===== config.mk =====
export PLATFORM = sky130hd
export DESIGN_NAME = mean_brightness_auto_exposure_flat
export DESIGN_NICKNAME = d
export VERILOG_FILES = /design/src/hw/rtl/mbae_pkg.sv /design/src/hw/rtl/mbae_if.sv /design/src/hw/rtl/mean_brightness_auto_exposure.sv /design/src/hw/rtl/mbae_ctrl.sv /design/src/hw/rtl/mbae_dp.sv /design/src/flat_wrapper.sv
export SDC_FILE = /design/constraint.sdc
export NUM_CORES = 2
export LEC_CHECK = 0
export BUFFER_PORTS_ARGS = -buffer_cell sky130_fd_sc_hd__buf_2
export CORE_ASPECT_RATIO = 0.8
export CORE_UTILIZATION = 45
export CTS_CLUSTER_SIZE = 30
export DETAILED_ROUTE_END_ITERATION = 16
export HOLD_SLACK_MARGIN = 0.15
export MAX_ROUTING_LAYER = met4
export PLACE_DENSITY = 0.6
export SYNTH_ARGS = -nofsm -noshare
export SYNTH_HDL_FRONTEND = slang
export SYNTH_HIERARCHICAL = 1
export SYNTH_SLANG_ARGS = --single-unit

===== constraint.sdc =====
create_clock -name i_clk -period 7.3 [get_ports i_clk]
set_clock_uncertainty 0.1 [all_clocks]
set_input_delay 0.73 -clock i_clk [delete_from_list [all_inputs] [get_ports i_clk]]
set_output_delay 0.73 -clock i_clk [all_outputs]
set_load 0.03 [all_outputs]

===== src/hw/rtl/mbae_pkg.sv =====
`default_nettype none

package mbae_pkg;

    localparam int unsigned MAX_WIDTH  = 4096;
    localparam int unsigned MAX_HEIGHT = 4096;

    localparam int unsigned PIX_W  = 8;
    localparam int unsigned EXP_W  = 14;
    localparam int unsigned MEAN_W = 16;
    localparam int unsigned GAIN_W = 16;
    localparam int unsigned TGT_W  = 8;
    localparam int unsigned DIM_W  = 13;
    localparam int unsigned COL_W  = $clog2(MAX_WIDTH);
    localparam int unsigned ROW_W  = $clog2(MAX_HEIGHT);
    localparam int unsigned HALF_W = ROW_W;
    localparam int unsigned SUM_W  = 31;
    localparam int unsigned AREA_W = COL_W + HALF_W;
    localparam int unsigned PH_W   = 3;

    localparam int unsigned CFG_IDX_W  = 3;
    localparam int unsigned CFG_DATA_W = 16;

    localparam int unsigned DIV_W = (AREA_W > MEAN_W) ? AREA_W : MEAN_W;
    localparam int unsigned QUO_W = MEAN_W;
    localparam int unsigned CNT_W = $clog2(QUO_W + 1);

    localparam int unsigned PROD1_W = GAIN_W + EXP_W;
    localparam int unsigned PROD_W  = PROD1_W + MEAN_W;
    localparam int unsigned GAIN_FRAC = 12;
    localparam int unsigned C_W       = PROD_W - GAIN_FRAC + 1;
    localparam int unsigned EXP_QUO_W = EXP_W;

    localparam logic [EXP_W-1:0]  EXP_MIN      = EXP_W'(1);
    localparam logic [EXP_W-1:0]  EXP_MAX      = EXP_W'(10000);
    localparam logic [EXP_W-1:0]  EXP_RESET    = EXP_W'(156);
    localparam logic [PH_W-1:0]   PHASE_LAST   = PH_W'(4);
    localparam logic [TGT_W-1:0]  TGT_RESET    = TGT_W'(128);
    localparam logic [GAIN_W-1:0] GAIN_RESET   = GAIN_W'(4096);
    localparam logic [DIM_W-1:0]  WIDTH_RESET  = DIM_W'(600);
    localparam logic [DIM_W-1:0]  HEIGHT_RESET = DIM_W'(400);
    localparam logic [DIM_W-1:0]  WIDTH_MIN    = DIM_W'(1);
    localparam logic [DIM_W-1:0]  HEIGHT_MIN   = DIM_W'(2);
    localparam logic [DIM_W-1:0]  WIDTH_MAX    = DIM_W'(MAX_WIDTH);
    localparam logic [DIM_W-1:0]  HEIGHT_MAX   = DIM_W'(MAX_HEIGHT);
    localparam logic [SUM_W-1:0]  SUM_MAX      = {SUM_W{1'b1}};
    localparam logic [CNT_W-1:0]  MEAN_STEPS   = CNT_W'(QUO_W);
    localparam logic [CNT_W-1:0]  EXP_STEPS    = CNT_W'(EXP_QUO_W);

    typedef enum logic [CFG_IDX_W-1:0] {
        REG_AUTO_ENABLE       = 3'd0,
        REG_MANUAL_EXPOSURE   = 3'd1,
        REG_TARGET_BRIGHTNESS = 3'd2,
        REG_EXPOSURE_GAIN     = 3'd3,
        REG_SOURCE_SELECT     = 3'd4,
        REG_FRAME_WIDTH       = 3'd5,
        REG_FRAME_HEIGHT      = 3'd6
    } t_reg_idx;

    typedef enum logic [3:0] {
        S_IDLE,
        S_AREA,
        S_MCHK,
        S_MDIV,
        S_EMUL1,
        S_EMUL2,
        S_ECEIL,
        S_ECHK,
        S_EDIV,
        S_EFIN,
        S_OUT
    } t_state;

    typedef struct packed {
        logic pix_take;
        logic out_plain;
        logic area_load;
        logic mean_chk;
        logic mean_step;
        logic exp_mul1;
        logic exp_mul2;
        logic exp_ceil;
        logic exp_chk;
        logic exp_step;
        logic exp_fin;
        logic out_upd;
    } t_cmd;

    typedef struct packed {
        logic auto_due;
        logic out_full;
        logic div_last;
        logic mean_zero;
        logic mean_sat;
        logic exp_ovf;
    } t_status;

endpackage

`default_nettype wire


===== src/hw/rtl/mbae_if.sv =====
`default_nettype none

interface mbae_pix_if;
    logic                           valid;
    logic                           ready;
    logic [mbae_pkg::PIX_W-1:0]     ir_pixel;
    logic [mbae_pkg::PIX_W-1:0]     color_pixel;
    logic                           frame_end;

    modport source (output valid, output ir_pixel, output color_pixel, output frame_end,
                    input ready);
    modport sink   (input valid, input ir_pixel, input color_pixel, input frame_end,
                    output ready);
endinterface

interface mbae_res_if;
    logic                           valid;
    logic                           ready;
    logic [mbae_pkg::EXP_W-1:0]     exposure_out;
    logic                           was_updated;
    logic [mbae_pkg::MEAN_W-1:0]    mean_level;

    modport source (output valid, output exposure_out, output was_updated,
                    output mean_level, input ready);
    modport sink   (input valid, input exposure_out, input was_updated,
                    input mean_level, output ready);
endinterface

interface mbae_cfg_if;
    logic                               valid;
    logic                               ready;
    logic [mbae_pkg::CFG_IDX_W-1:0]     index;
    logic [mbae_pkg::CFG_DATA_W-1:0]    data;

    modport source (output valid, output index, output data, input ready);
    modport sink   (input valid, input index, input data, output ready);
endinterface

`default_nettype wire


===== src/hw/rtl/mean_brightness_auto_exposure.sv =====
// Pixel beats are taken one per cycle while the controller is idle (a frame-end beat also waits
// while the previous result beat is not yet accepted); a frame-end beat with no update gives its
// result beat in the cycle after acceptance. An updating frame end computes the mean and exposure
// with one shared 1-bit-per-cycle divider; no pixel beat is taken until the result beat.
// Reset (synchronous, active low) restores the register defaults, exposure 156, phase 0,
// and clears the frame counters, the pixel sum and the result valid flag.
`default_nettype none

module mean_brightness_auto_exposure (
    input  wire logic  i_clk,
    input  wire logic  i_rst_n,
    mbae_pix_if.sink   i_pix,
    mbae_res_if.source o_res,
    mbae_cfg_if.sink   i_cfg
);

    mbae_pkg::t_cmd    cmd;
    mbae_pkg::t_status status;
    logic              pix_ready;

    assign i_pix.ready = pix_ready;
    assign i_cfg.ready = 1'b1;

    mbae_ctrl u_ctrl (
        .i_clk       (i_clk),
        .i_rst_n     (i_rst_n),
        .i_in_valid  (i_pix.valid),
        .i_frame_end (i_pix.frame_end),
        .o_in_ready  (pix_ready),
        .i_status    (status),
        .o_cmd       (cmd)
    );

    mbae_dp u_dp (
        .i_clk          (i_clk),
        .i_rst_n        (i_rst_n),
        .i_cmd          (cmd),
        .o_status       (status),
        .i_ir_pixel     (i_pix.ir_pixel),
        .i_color_pixel  (i_pix.color_pixel),
        .i_frame_end    (i_pix.frame_end),
        .i_cfg_we       (i_cfg.valid),
        .i_cfg_index    (i_cfg.index),
        .i_cfg_data     (i_cfg.data),
        .i_out_ready    (o_res.ready),
        .o_out_valid    (o_res.valid),
        .o_exposure_out (o_res.exposure_out),
        .o_was_updated  (o_res.was_updated),
        .o_mean_level   (o_res.mean_level)
    );

    a_exp_range: assert property (@(posedge i_clk) disable iff (!i_rst_n)
        o_res.valid |-> (o_res.exposure_out >= mbae_pkg::EXP_MIN)
                     && (o_res.exposure_out <= mbae_pkg::EXP_MAX))
        else $error("exposure beat out of range");

    a_mean_plain: assert property (@(posedge i_clk) disable iff (!i_rst_n)
        (o_res.valid && !o_res.was_updated) |-> (o_res.mean_level == '0))
        else $error("mean set on a frame without update");

    a_plain_result: assert property (@(posedge i_clk) disable iff (!i_rst_n)
        (i_pix.valid && pix_ready && i_pix.frame_end && !status.auto_due) |=> o_res.valid)
        else $error("frame end without update gave no result beat");

    a_busy_hold: assert property (@(posedge i_clk) disable iff (!i_rst_n)
        (cmd.mean_step || cmd.exp_step) |-> !pix_ready)
        else $error("pixel beat taken during division");

endmodule

`default_nettype wire


===== src/hw/rtl/mbae_ctrl.sv =====
`default_nettype none

module mbae_ctrl (
    input  wire logic              i_clk,
    input  wire logic              i_rst_n,
    input  wire logic              i_in_valid,
    input  wire logic              i_frame_end,
    output logic                   o_in_ready,
    input  wire mbae_pkg::t_status i_status,
    output mbae_pkg::t_cmd         o_cmd
);

    mbae_pkg::t_state r_state;
    mbae_pkg::t_state n_state;
    logic             take;

    always_ff @(posedge i_clk) begin
        if (!i_rst_n) begin
            r_state <= mbae_pkg::S_IDLE;
        end else begin
            r_state <= n_state;
        end
    end

    always_comb begin
        n_state    = r_state;
        o_cmd      = '0;
        o_in_ready = 1'b0;
        take       = 1'b0;
        unique case (r_state)
            mbae_pkg::S_IDLE: begin
                o_in_ready     = !(i_status.out_full && i_frame_end);
                take           = i_in_valid && o_in_ready;
                o_cmd.pix_take = take;
                if (take && i_frame_end) begin
                    if (i_status.auto_due) begin
                        n_state = mbae_pkg::S_AREA;
                    end else begin
                        o_cmd.out_plain = 1'b1;
                    end
                end
            end
            mbae_pkg::S_AREA: begin
                o_cmd.area_load = 1'b1;
                n_state         = mbae_pkg::S_MCHK;
            end
            mbae_pkg::S_MCHK: begin
                o_cmd.mean_chk = 1'b1;
                n_state = i_status.mean_sat ? mbae_pkg::S_EMUL1 : mbae_pkg::S_MDIV;
            end
            mbae_pkg::S_MDIV: begin
                o_cmd.mean_step = 1'b1;
                if (i_status.div_last) begin
                    n_state = mbae_pkg::S_EMUL1;
                end
            end
            mbae_pkg::S_EMUL1: begin
                o_cmd.exp_mul1 = 1'b1;
                n_state = i_status.mean_zero ? mbae_pkg::S_OUT : mbae_pkg::S_EMUL2;
            end
            mbae_pkg::S_EMUL2: begin
                o_cmd.exp_mul2 = 1'b1;
                n_state        = mbae_pkg::S_ECEIL;
            end
            mbae_pkg::S_ECEIL: begin
                o_cmd.exp_ceil = 1'b1;
                n_state        = mbae_pkg::S_ECHK;
            end
            mbae_pkg::S_ECHK: begin
                o_cmd.exp_chk = 1'b1;
                n_state = i_status.exp_ovf ? mbae_pkg::S_OUT : mbae_pkg::S_EDIV;
            end
            mbae_pkg::S_EDIV: begin
                o_cmd.exp_step = 1'b1;
                if (i_status.div_last) begin
                    n_state = mbae_pkg::S_EFIN;
                end
            end
            mbae_pkg::S_EFIN: begin
                o_cmd.exp_fin = 1'b1;
                n_state       = mbae_pkg::S_OUT;
            end
            mbae_pkg::S_OUT: begin
                o_cmd.out_upd = 1'b1;
                n_state       = mbae_pkg::S_IDLE;
            end
            default: begin
                n_state = mbae_pkg::S_IDLE;
            end
        endcase
    end

endmodule

`default_nettype wire


===== src/hw/rtl/mbae_dp.sv =====
`default_nettype none

module mbae_dp (
    input  wire logic                                i_clk,
    input  wire logic                                i_rst_n,
    input  wire mbae_pkg::t_cmd                      i_cmd,
    output mbae_pkg::t_status                        o_status,
    input  wire logic [mbae_pkg::PIX_W-1:0]          i_ir_pixel,
    input  wire logic [mbae_pkg::PIX_W-1:0]          i_color_pixel,
    input  wire logic                                i_frame_end,
    input  wire logic                                i_cfg_we,
    input  wire logic [mbae_pkg::CFG_IDX_W-1:0]      i_cfg_index,
    input  wire logic [mbae_pkg::CFG_DATA_W-1:0]     i_cfg_data,
    input  wire logic                                i_out_ready,
    output logic                                     o_out_valid,
    output logic [mbae_pkg::EXP_W-1:0]               o_exposure_out,
    output logic                                     o_was_updated,
    output logic [mbae_pkg::MEAN_W-1:0]              o_mean_level
);

    // configuration
    logic                            r_auto;
    logic [mbae_pkg::EXP_W-1:0]      r_manual;
    logic [mbae_pkg::TGT_W-1:0]      r_target;
    logic [mbae_pkg::GAIN_W-1:0]     r_gain;
    logic                            r_src;
    logic [mbae_pkg::DIM_W-1:0]      r_fw;
    logic [mbae_pkg::DIM_W-1:0]      r_fh;

    // frame state
    logic [mbae_pkg::EXP_W-1:0]      r_exp;
    logic [mbae_pkg::PH_W-1:0]       r_phase;
    logic [mbae_pkg::COL_W-1:0]      r_col;
    logic [mbae_pkg::ROW_W-1:0]      r_row;
    logic [mbae_pkg::SUM_W-1:0]      r_sum;

    // arithmetic
    logic [mbae_pkg::AREA_W-1:0]     r_area;
    logic [mbae_pkg::MEAN_W-1:0]     r_mean;
    logic [mbae_pkg::PROD1_W-1:0]    r_prod1;
    logic [mbae_pkg::PROD_W-1:0]     r_prod;
    logic [mbae_pkg::C_W-1:0]        r_c;
    logic                            r_neg;
    logic [mbae_pkg::MEAN_W-1:0]     r_mag;
    logic [mbae_pkg::DIV_W-1:0]      r_rem;
    logic [mbae_pkg::DIV_W-1:0]      r_div;
    logic [mbae_pkg::QUO_W-1:0]      r_quo;
    logic [mbae_pkg::CNT_W-1:0]      r_cnt;

    // result
    logic                            r_out_valid;
    logic [mbae_pkg::EXP_W-1:0]      r_out_exp;
    logic                            r_out_upd;
    logic [mbae_pkg::MEAN_W-1:0]     r_out_mean;

    logic                            n_auto;
    logic [mbae_pkg::EXP_W-1:0]      n_manual;
    logic                            cfg_hit;
    logic [mbae_pkg::EXP_W-1:0]      man_clamped;
    logic [mbae_pkg::DIM_W-1:0]      w_eff;
    logic [mbae_pkg::DIM_W-1:0]      h_eff;
    logic [mbae_pkg::HALF_W-1:0]     half;
    logic [mbae_pkg::PIX_W-1:0]      pix;
    logic [mbae_pkg::SUM_W:0]        sum_add;
    logic [mbae_pkg::COL_W:0]        col_inc;
    logic [mbae_pkg::DIV_W:0]        div_t;
    logic                            div_ge;
    logic [mbae_pkg::DIV_W-1:0]      n_rem;
    logic [mbae_pkg::QUO_W-1:0]      n_quo;
    logic [mbae_pkg::MEAN_W-1:0]     tgt_q;
    logic [mbae_pkg::PROD_W:0]       prod_up;
    logic [mbae_pkg::EXP_QUO_W-1:0]  q_exp;
    logic [mbae_pkg::EXP_W:0]        pos_sum;
    logic [mbae_pkg::EXP_W:0]        neg_q;
    logic [mbae_pkg::EXP_W-1:0]      n_exp_fin;

    always_comb begin
        n_auto   = r_auto;
        n_manual = r_manual;
        cfg_hit  = 1'b0;
        if (i_cfg_we) begin
            unique case (mbae_pkg::t_reg_idx'(i_cfg_index))
                mbae_pkg::REG_AUTO_ENABLE: begin
                    n_auto  = i_cfg_data[0];
                    cfg_hit = 1'b1;
                end
                mbae_pkg::REG_MANUAL_EXPOSURE: begin
                    n_manual = i_cfg_data[mbae_pkg::EXP_W-1:0];
                    cfg_hit  = 1'b1;
                end
                mbae_pkg::REG_TARGET_BRIGHTNESS,
                mbae_pkg::REG_EXPOSURE_GAIN,
                mbae_pkg::REG_SOURCE_SELECT,
                mbae_pkg::REG_FRAME_WIDTH,
                mbae_pkg::REG_FRAME_HEIGHT: begin
                    cfg_hit = 1'b1;
                end
                default: begin
                    cfg_hit = 1'b0;
                end
            endcase
        end
        if (n_manual < mbae_pkg::EXP_MIN) begin
            man_clamped = mbae_pkg::EXP_MIN;
        end else if (n_manual > mbae_pkg::EXP_MAX) begin
            man_clamped = mbae_pkg::EXP_MAX;
        end else begin
            man_clamped = n_manual;
        end
    end

    always_comb begin
        if (r_fw < mbae_pkg::WIDTH_MIN) begin
            w_eff = mbae_pkg::WIDTH_MIN;
        end else if (r_fw > mbae_pkg::WIDTH_MAX) begin
            w_eff = mbae_pkg::WIDTH_MAX;
        end else begin
            w_eff = r_fw;
        end
        if (r_fh < mbae_pkg::HEIGHT_MIN) begin
            h_eff = mbae_pkg::HEIGHT_MIN;
        end else if (r_fh > mbae_pkg::HEIGHT_MAX) begin
            h_eff = mbae_pkg::HEIGHT_MAX;
        end else begin
            h_eff = r_fh;
        end
        half = h_eff[mbae_pkg::DIM_W-1:1];
    end

    assign pix     = r_src ? i_ir_pixel : i_color_pixel;
    assign sum_add = {1'b0, r_sum} + (mbae_pkg::SUM_W + 1)'(pix);
    assign col_inc = {1'b0, r_col} + (mbae_pkg::COL_W + 1)'(1);

    // shared restoring divider step
    assign div_t  = {r_rem, r_quo[mbae_pkg::QUO_W-1]};
    assign div_ge = div_t >= {1'b0, r_div};
    assign n_rem  = div_ge ? mbae_pkg::DIV_W'(div_t - {1'b0, r_div})
                           : div_t[mbae_pkg::DIV_W-1:0];
    assign n_quo  = {r_quo[mbae_pkg::QUO_W-2:0], div_ge};

    assign tgt_q   = {r_target, {(mbae_pkg::MEAN_W - mbae_pkg::TGT_W){1'b0}}};
    assign prod_up = {1'b0, r_prod} + (mbae_pkg::PROD_W + 1)'((1 << mbae_pkg::GAIN_FRAC) - 1);

    always_comb begin
        q_exp   = r_quo[mbae_pkg::EXP_QUO_W-1:0];
        pos_sum = {1'b0, r_exp} + (mbae_pkg::EXP_W + 1)'(q_exp);
        neg_q   = (mbae_pkg::EXP_W + 1)'(q_exp) + (mbae_pkg::EXP_W + 1)'(r_rem != '0);
        if (r_neg) begin
            if (neg_q >= {1'b0, r_exp}) begin
                n_exp_fin = mbae_pkg::EXP_MIN;
            end else begin
                n_exp_fin = r_exp - neg_q[mbae_pkg::EXP_W-1:0];
            end
        end else begin
            if (pos_sum > {1'b0, mbae_pkg::EXP_MAX}) begin
                n_exp_fin = mbae_pkg::EXP_MAX;
            end else begin
                n_exp_fin = pos_sum[mbae_pkg::EXP_W-1:0];
            end
        end
    end

    // configuration registers and exposure
    always_ff @(posedge i_clk) begin
        if (!i_rst_n) begin
            r_auto   <= 1'b1;
            r_manual <= mbae_pkg::EXP_RESET;
            r_target <= mbae_pkg::TGT_RESET;
            r_gain   <= mbae_pkg::GAIN_RESET;
            r_src    <= 1'b0;
            r_fw     <= mbae_pkg::WIDTH_RESET;
            r_fh     <= mbae_pkg::HEIGHT_RESET;
            r_exp    <= mbae_pkg::EXP_RESET;
        end else begin
            r_auto   <= n_auto;
            r_manual <= n_manual;
            if (i_cfg_we) begin
                unique case (mbae_pkg::t_reg_idx'(i_cfg_index))
                    mbae_pkg::REG_TARGET_BRIGHTNESS: begin
                        r_target <= i_cfg_data[mbae_pkg::TGT_W-1:0];
                    end
                    mbae_pkg::REG_EXPOSURE_GAIN: begin
                        r_gain <= i_cfg_data[mbae_pkg::GAIN_W-1:0];
                    end
                    mbae_pkg::REG_SOURCE_SELECT: begin
                        r_src <= i_cfg_data[0];
                    end
                    mbae_pkg::REG_FRAME_WIDTH: begin
                        r_fw <= i_cfg_data[mbae_pkg::DIM_W-1:0];
                    end
                    mbae_pkg::REG_FRAME_HEIGHT: begin
                        r_fh <= i_cfg_data[mbae_pkg::DIM_W-1:0];
                    end
                    default: begin
                    end
                endcase
            end
            priority if (cfg_hit && !n_auto) begin
                r_exp <= man_clamped;
            end else if (i_cmd.exp_mul1 && r_mean == '0) begin
                r_exp <= mbae_pkg::EXP_MAX;
            end else if (i_cmd.exp_chk && o_status.exp_ovf) begin
                r_exp <= r_neg ? mbae_pkg::EXP_MIN : mbae_pkg::EXP_MAX;
            end else if (i_cmd.exp_fin) begin
                r_exp <= n_exp_fin;
            end else begin
                r_exp <= r_exp;
            end
        end
    end

    // frame position, sum and phase
    always_ff @(posedge i_clk) begin
        if (!i_rst_n) begin
            r_phase <= '0;
            r_col   <= '0;
            r_row   <= '0;
            r_sum   <= '0;
        end else begin
            if (i_cmd.pix_take) begin
                if (r_row < half) begin
                    r_sum <= sum_add[mbae_pkg::SUM_W] ? mbae_pkg::SUM_MAX
                                                      : sum_add[mbae_pkg::SUM_W-1:0];
                end
                if (i_frame_end) begin
                    r_col <= '0;
                    r_row <= '0;
                    if (r_auto) begin
                        r_phase <= (r_phase == mbae_pkg::PHASE_LAST) ? '0
                                                                     : r_phase + 1'b1;
                    end
                end else if (col_inc >= (mbae_pkg::COL_W + 1)'(w_eff)) begin
                    r_col <= '0;
                    if (r_row != '1) begin
                        r_row <= r_row + 1'b1;
                    end
                end else begin
                    r_col <= col_inc[mbae_pkg::COL_W-1:0];
                end
            end
            if (i_cmd.out_plain || i_cmd.out_upd) begin
                r_sum <= '0;
            end
        end
    end

    // mean and exposure arithmetic
    always_ff @(posedge i_clk) begin
        if (i_cmd.area_load) begin
            r_area <= mbae_pkg::AREA_W'(w_eff * half);
        end
        if (i_cmd.mean_chk) begin
            if (o_status.mean_sat) begin
                r_mean <= '1;
            end else begin
                r_rem <= mbae_pkg::DIV_W'(r_sum[mbae_pkg::SUM_W-1:8]);
                r_quo <= {r_sum[7:0], 8'h00};
                r_div <= mbae_pkg::DIV_W'(r_area);
                r_cnt <= mbae_pkg::MEAN_STEPS;
            end
        end
        if (i_cmd.mean_step || i_cmd.exp_step) begin
            r_rem <= n_rem;
            r_quo <= n_quo;
            r_cnt <= r_cnt - 1'b1;
        end
        if (i_cmd.mean_step && o_status.div_last) begin
            r_mean <= n_quo[mbae_pkg::MEAN_W-1:0];
        end
        if (i_cmd.exp_mul1) begin
            r_prod1 <= r_gain * r_exp;
            r_neg   <= r_mean > tgt_q;
            r_mag   <= (r_mean > tgt_q) ? r_mean - tgt_q : tgt_q - r_mean;
        end
        if (i_cmd.exp_mul2) begin
            r_prod <= r_prod1 * r_mag;
        end
        if (i_cmd.exp_ceil) begin
            r_c <= r_neg ? prod_up[mbae_pkg::PROD_W:mbae_pkg::GAIN_FRAC]
                         : {1'b0, r_prod[mbae_pkg::PROD_W-1:mbae_pkg::GAIN_FRAC]};
        end
        if (i_cmd.exp_chk && !o_status.exp_ovf) begin
            r_rem <= mbae_pkg::DIV_W'(r_c[mbae_pkg::EXP_QUO_W +: mbae_pkg::MEAN_W]);
            r_quo <= {r_c[mbae_pkg::EXP_QUO_W-1:0],
                      {(mbae_pkg::QUO_W - mbae_pkg::EXP_QUO_W){1'b0}}};
            r_div <= mbae_pkg::DIV_W'(r_mean);
            r_cnt <= mbae_pkg::EXP_STEPS;
        end
    end

    // result register
    always_ff @(posedge i_clk) begin
        if (!i_rst_n) begin
            r_out_valid <= 1'b0;
        end else begin
            if (i_cmd.out_plain || i_cmd.out_upd) begin
                r_out_valid <= 1'b1;
            end else if (i_out_ready) begin
                r_out_valid <= 1'b0;
            end
        end
    end

    always_ff @(posedge i_clk) begin
        if (i_cmd.out_plain) begin
            r_out_exp  <= r_exp;
            r_out_upd  <= 1'b0;
            r_out_mean <= '0;
        end else if (i_cmd.out_upd) begin
            r_out_exp  <= r_exp;
            r_out_upd  <= 1'b1;
            r_out_mean <= r_mean;
        end
    end

    always_comb begin
        o_status.auto_due  = r_auto && (r_phase == '0);
        o_status.out_full  = r_out_valid;
        o_status.div_last  = r_cnt == mbae_pkg::CNT_W'(1);
        o_status.mean_zero = r_mean == '0;
        o_status.mean_sat  = {1'b0, r_sum} >= {r_area, 8'h00};
        o_status.exp_ovf   = r_c >= mbae_pkg::C_W'({r_mean, {mbae_pkg::EXP_QUO_W{1'b0}}});
    end

    assign o_out_valid    = r_out_valid;
    assign o_exposure_out = r_out_exp;
    assign o_was_updated  = r_out_upd;
    assign o_mean_level   = r_out_mean;

endmodule

`default_nettype wire


===== src/flat_wrapper.sv =====
// flat-port wrapper written by rule: the top's interface ports become plain ports
module mean_brightness_auto_exposure_flat 
  (i_clk, i_rst_n, i_pix_valid, i_pix_ir_pixel, i_pix_color_pixel, i_pix_frame_end, i_pix_ready, o_res_valid, o_res_exposure_out, o_res_was_updated, o_res_mean_level, o_res_ready, i_cfg_valid, i_cfg_index, i_cfg_data, i_cfg_ready);
  mbae_pix_if i_pix_i ();
  mbae_res_if o_res_i ();
  mbae_cfg_if i_cfg_i ();
  input  wire logic i_clk;
  input  wire logic i_rst_n;
  input wire logic [$bits(i_pix_i.valid)-1:0] i_pix_valid;
  input wire logic [$bits(i_pix_i.ir_pixel)-1:0] i_pix_ir_pixel;
  input wire logic [$bits(i_pix_i.color_pixel)-1:0] i_pix_color_pixel;
  input wire logic [$bits(i_pix_i.frame_end)-1:0] i_pix_frame_end;
  output wire logic [$bits(i_pix_i.ready)-1:0] i_pix_ready;
  output wire logic [$bits(o_res_i.valid)-1:0] o_res_valid;
  output wire logic [$bits(o_res_i.exposure_out)-1:0] o_res_exposure_out;
  output wire logic [$bits(o_res_i.was_updated)-1:0] o_res_was_updated;
  output wire logic [$bits(o_res_i.mean_level)-1:0] o_res_mean_level;
  input wire logic [$bits(o_res_i.ready)-1:0] o_res_ready;
  input wire logic [$bits(i_cfg_i.valid)-1:0] i_cfg_valid;
  input wire logic [$bits(i_cfg_i.index)-1:0] i_cfg_index;
  input wire logic [$bits(i_cfg_i.data)-1:0] i_cfg_data;
  output wire logic [$bits(i_cfg_i.ready)-1:0] i_cfg_ready;
  assign i_pix_i.valid = i_pix_valid;
  assign i_pix_i.ir_pixel = i_pix_ir_pixel;
  assign i_pix_i.color_pixel = i_pix_color_pixel;
  assign i_pix_i.frame_end = i_pix_frame_end;
  assign i_pix_ready = i_pix_i.ready;
  assign o_res_valid = o_res_i.valid;
  assign o_res_exposure_out = o_res_i.exposure_out;
  assign o_res_was_updated = o_res_i.was_updated;
  assign o_res_mean_level = o_res_i.mean_level;
  assign o_res_i.ready = o_res_ready;
  assign i_cfg_i.valid = i_cfg_valid;
  assign i_cfg_i.index = i_cfg_index;
  assign i_cfg_i.data = i_cfg_data;
  assign i_cfg_ready = i_cfg_i.ready;
  mean_brightness_auto_exposure u_core (.i_clk(i_clk), .i_rst_n(i_rst_n), .i_pix(i_pix_i), .o_res(o_res_i), .i_cfg(i_cfg_i));
endmodule

==> results.json <==
{
  "r2r_start": "u_core/u_dp/r_prod1[17]$_DFFE_PP_",
  "grt_use_total_pct": 26.57,
  "insertion_delay_ns": 0.63,
  "r2r-end": "u_core/u_dp/r_prod[37]$_DFFE_PP_",
  "worstSetupPathType": "flop to flop",
  "fillers": 10390,
  "holdWs_ns": 0.2638,
  "io_buffers": 73,
  "synth_nets": 6677,
  "cts_root_buf": "clkbuf_16",
  "comb_power_share_pct": 65.7,
  "ys_seq_area_share_pct": 21.02,
  "synth_area_leaders": "fa_1, edfxtp_1, ha_1, dfxtp_1, inv_1",
  "finalSetupViolations": 0,
  "cts_buffer_depth": 3,
  "htree_levels": 2,
  "viasPerCell": 5.479,
  "die_x_um": 374.3,
  "synthArstFlopShare_pct": 0,
  "critPathLaunch": "u_core/u_dp/r_prod1[17]$_DFFE_PP_",
  "grt_first_pass_wirelength_um": 226100,
  "outcome": "completed",
  "final_hold_viol_count": 0,
  "route.detailed.drc": 0,
  "ys_seq_elements": 410,
  "grt_max_degree": 56,
  "grt.overflow.total": 0,
  "yosysTopAreaCellShare_pct": 26.83,
  "dominantRegCellSynth": "edfxtp_1",
  "drtIter0Drc": 3178,
  "netlist_area_sq_um": 49910,
  "slew_violations": 0,
  "synth_area_per_cell_sq_um": 9.016,
  "r2r_cells": 21,
  "maxSlewHeadroom_pct": 16.42,
  "die_area_sq_um": 112300,
  "worst_pin_slew_ns": 1.254,
  "min_path_type": "input port to flop",
  "tritoncts": "built",
  "first_pass_iters": 7,
  "clk_pin_slew_ns": 0.06,
  "row_count": 108,
  "yosysTopAreaCell": "fa_1",
  "powerDensity_nw_per_um2": 334.5,
  "drt-total-wl_um": 142000,
  "die_h_um": 299.9,
  "drive_above_1_share_pct": 7.266,
  "area_delta_synth_final_pct": 8.867,
  "fin_crit_ns": 6.944,
  "antenna_found_initial": 10,
  "place_hpwl_um": 111100,
  "max_freq_mhz": 144.0,
  "final.setup.tns_ns": 0,
  "cts.sink_count": 410,
  "crit_required_ns": 7.57,
  "cts-hold-fix-buffers": 0,
  "finalCritPeriodShare_pct": 95.13,
  "ant_nets": 0,
  "clock_power_share_pct": 13.7,
  "ir_drop_mv": 0.5149,
  "drv_cap": 0,
  "cts_buffers": 47,
  "final_util_pct": 49.77,
  "crit_path_max_fanout": 11,
  "via_count": 38692,
  "synth_cells": 5536,
  "seq_power_share_pct": 20.6,
  "multi_input_area_sq_um": 35050,
  "startpoint_type": "flop",
  "yosys_warnings": 6,
  "ioPinCount": 75,
  "crit_path_end": "u_core/u_dp/r_prod[37]$_DFFE_PP_",
  "finalNetCount": 6732,
  "initial_core_util_pct": 45.71,
  "switching_share_pct": 47.06,
  "crit_arrival_ns": 7.22,
  "synth_edf_count": 228,
  "rsz0062_at_grt": "false",
  "internal-power_uw": 9622,
  "power.total_uw": 18180,
  "first_global_vias": 38628,
  "p_leak_uw": 0.02604,
  "r2r_slack_ns": 0.36,
  "coreArea_sq_um": 109200,
  "place_congestion": 0.9522,
  "wl_per_cell_um": 20.11,
  "ys_types": 109,
  "ff_latch_area_sq_um": 10490,
  "p_switching_uw": 8554,
  "end_kind": "flop"
}
## cells in the mapped netlist (46+ instances only)
cell type,instances
nor2_1,246
a21oi_1,237
mux2i_1,59
nand2_1,848
clkbuf_1,204
nor2b_1,51
dfxtp_1,182
fa_1,669
ha_1,431
nor3_1,53
and2_1,279
nand3_1,88
edfxtp_1,228
and3_1,46
xnor2_1,129
o21ai_0,112
nand2b_1,46
xor2_1,72
inv_1,924
o21ai_1,46
a21o_1,67
## critical path, cell delays in order, from the launching register on
cell      delay (ns)
edfxtp_1        0.74
nand2_1         0.16
fa_1            0.56
inv_1           0.05
fa_1            0.46
fa_1            0.54
fa_1            0.44
fa_1            0.55
inv_1           0.06
fa_1            0.57
inv_1           0.05
ha_1            0.35
a21o_1          0.18
a21oi_1         0.21
o21ai_0         0.15
nand2b_1        0.11
nand2_1         0.07
a2111o_1        0.40
a41oi_1         0.33
o21a_1          0.28
o21ai_0         0.14
xor2_1          0.16
## placed cells by master (no fill, tap or decap), types with 10 or more instances in the layout
cell type and n:
o211ai_1 24, o21ai_1 46, and2_1 279, mux2i_1 59
a21o_1 67, nor2b_1 51, nand3_1 88, nand3b_1 16
fa_1 669, buf_12 20, a31oi_1 34, nor3_1 48
nor2_1 243, a211oi_1 34, o21ai_0 112, nand2b_1 46
o21a_1 35, and3_1 46, clkbuf_16 50, xor2_1 72
dfxtp_1 182, ha_1 431, a21boi_0 10, or3_1 15
nand2_1 848, a21oi_1 236, or2_2 19, buf_2 73
mux2_2 15, nor4_1 29, nand4_1 31, edfxtp_1 228
inv_1 923, xnor2_1 129, o21bai_1 22, buf_4 150
## final cells by class
cell class / count / share of cell area, %
Antenna cell: 3 / 0.01382
Inverter: 928 / 6.411
Tap cell: 1430 / 3.293
Clock buffer: 60 / 2.464
Clock inverter: 27 / 0.5296
Multi-Input combinational cell: 3961 / 64.50
Timing Repair Buffer: 243 / 3.482
Sequential cell: 410 / 19.31
## per-stage QoR
stage	cells	instance area, sq um	setup WS (ns)
after floorplan	5536	49910	0.7599
after global placement	6939	52320	0.2244
after detailed placement	6939	52320	0.1639
after CTS	7026	53950	0.09325
after global routing	7060	54330	0.01216
final	7062	54340	0.3556
## how the worst min path moves through the flow
stage / from / to / slack (ns) / depth (start not counted)
6_report: i_cfg_data[15] / u_core/u_dp/r_gain[15]$_SDFFE_PN0P_ / 0.26 / 3
5_1_grt: o_res_ready / u_core/u_dp/o_out_valid$_SDFFE_PN0P_ / 0.25 / 3
2_1_floorplan: u_core/u_dp/r_exp[13]$_SDFFE_PN0P_ / u_core/u_dp/o_exposure_out[13]$_DFFE_PP_ / 0.33 / 0
4_1_cts: i_cfg_data[15] / u_core/u_dp/r_gain[15]$_SDFFE_PN0P_ / 0.24 / 3
3_3_place_gp: u_core/u_dp/o_was_updated$_SDFFE_PP0P_ / u_core/u_dp/o_was_updated$_SDFFE_PP0P_ / 0.35 / 2
3_5_place_dp: u_core/u_dp/r_fh[1]$_SDFFE_PN0P_ / u_core/u_dp/r_fh[1]$_SDFFE_PN0P_ / 0.35 / 2
## state kept, by name, summed over array words and instances, names as in the netlist, 16 cells and up
name and flops:
u_core/u_dp/r_prod1 30, u_core/u_dp/r_sum 31, u_core/u_dp/r_quo 16, u_core/u_dp/r_rem 24, u_core/u_dp/r_div 24, u_core/u_dp/r_area 24, u_core/u_dp/r_mean 16, u_core/u_dp/r_prod 46
u_core/u_dp/r_c 35, u_core/u_dp/o_mean_level 16, u_core/u_dp/r_mag 16, u_core/u_dp/r_gain 16
## cell families after synthesis
family                   synth area share (%)
XOR/XNOR                                3.527
adder cells (fa/ha/maj)                 37.64
other                                0.007513
flip-flops                              21.02
AND/OR/NAND/NOR                         17.61
buffers and inverters                   8.854
AO/OA/AOI/OAI                           9.759
multiplexers                            1.589
## per-layer routing
metal / part of all wire (%) / vias up / track usage (%)
met5: 0 / - / -
met4: 1.8 / 0 / 4.879
met3: 7.8 / 181 / 3.787
met2: 42 / 1371 / 38.22
met1: 48 / 19210 / 39.85
li1: - / 17930 / -
## power by group through the flow
stage / registers (uW) / clock network, uW / logic, uW
floorplan: 3650 / 0 / 9260
global placement: 3780 / 0 / 11800
detailed placement: 3780 / 0 / 11800
CTS: 3730 / 2530 / 12000
global route: 3770 / 2620 / 13500
finish: 3740 / 2480 / 12000
## what timing repair did
action | CTS | global route
setup endpoints to repair | 0 | 10
setup buffers | 0 | 33
resized for setup | 0 | 1
Note: power is estimated with default switching activity, not from simulation.
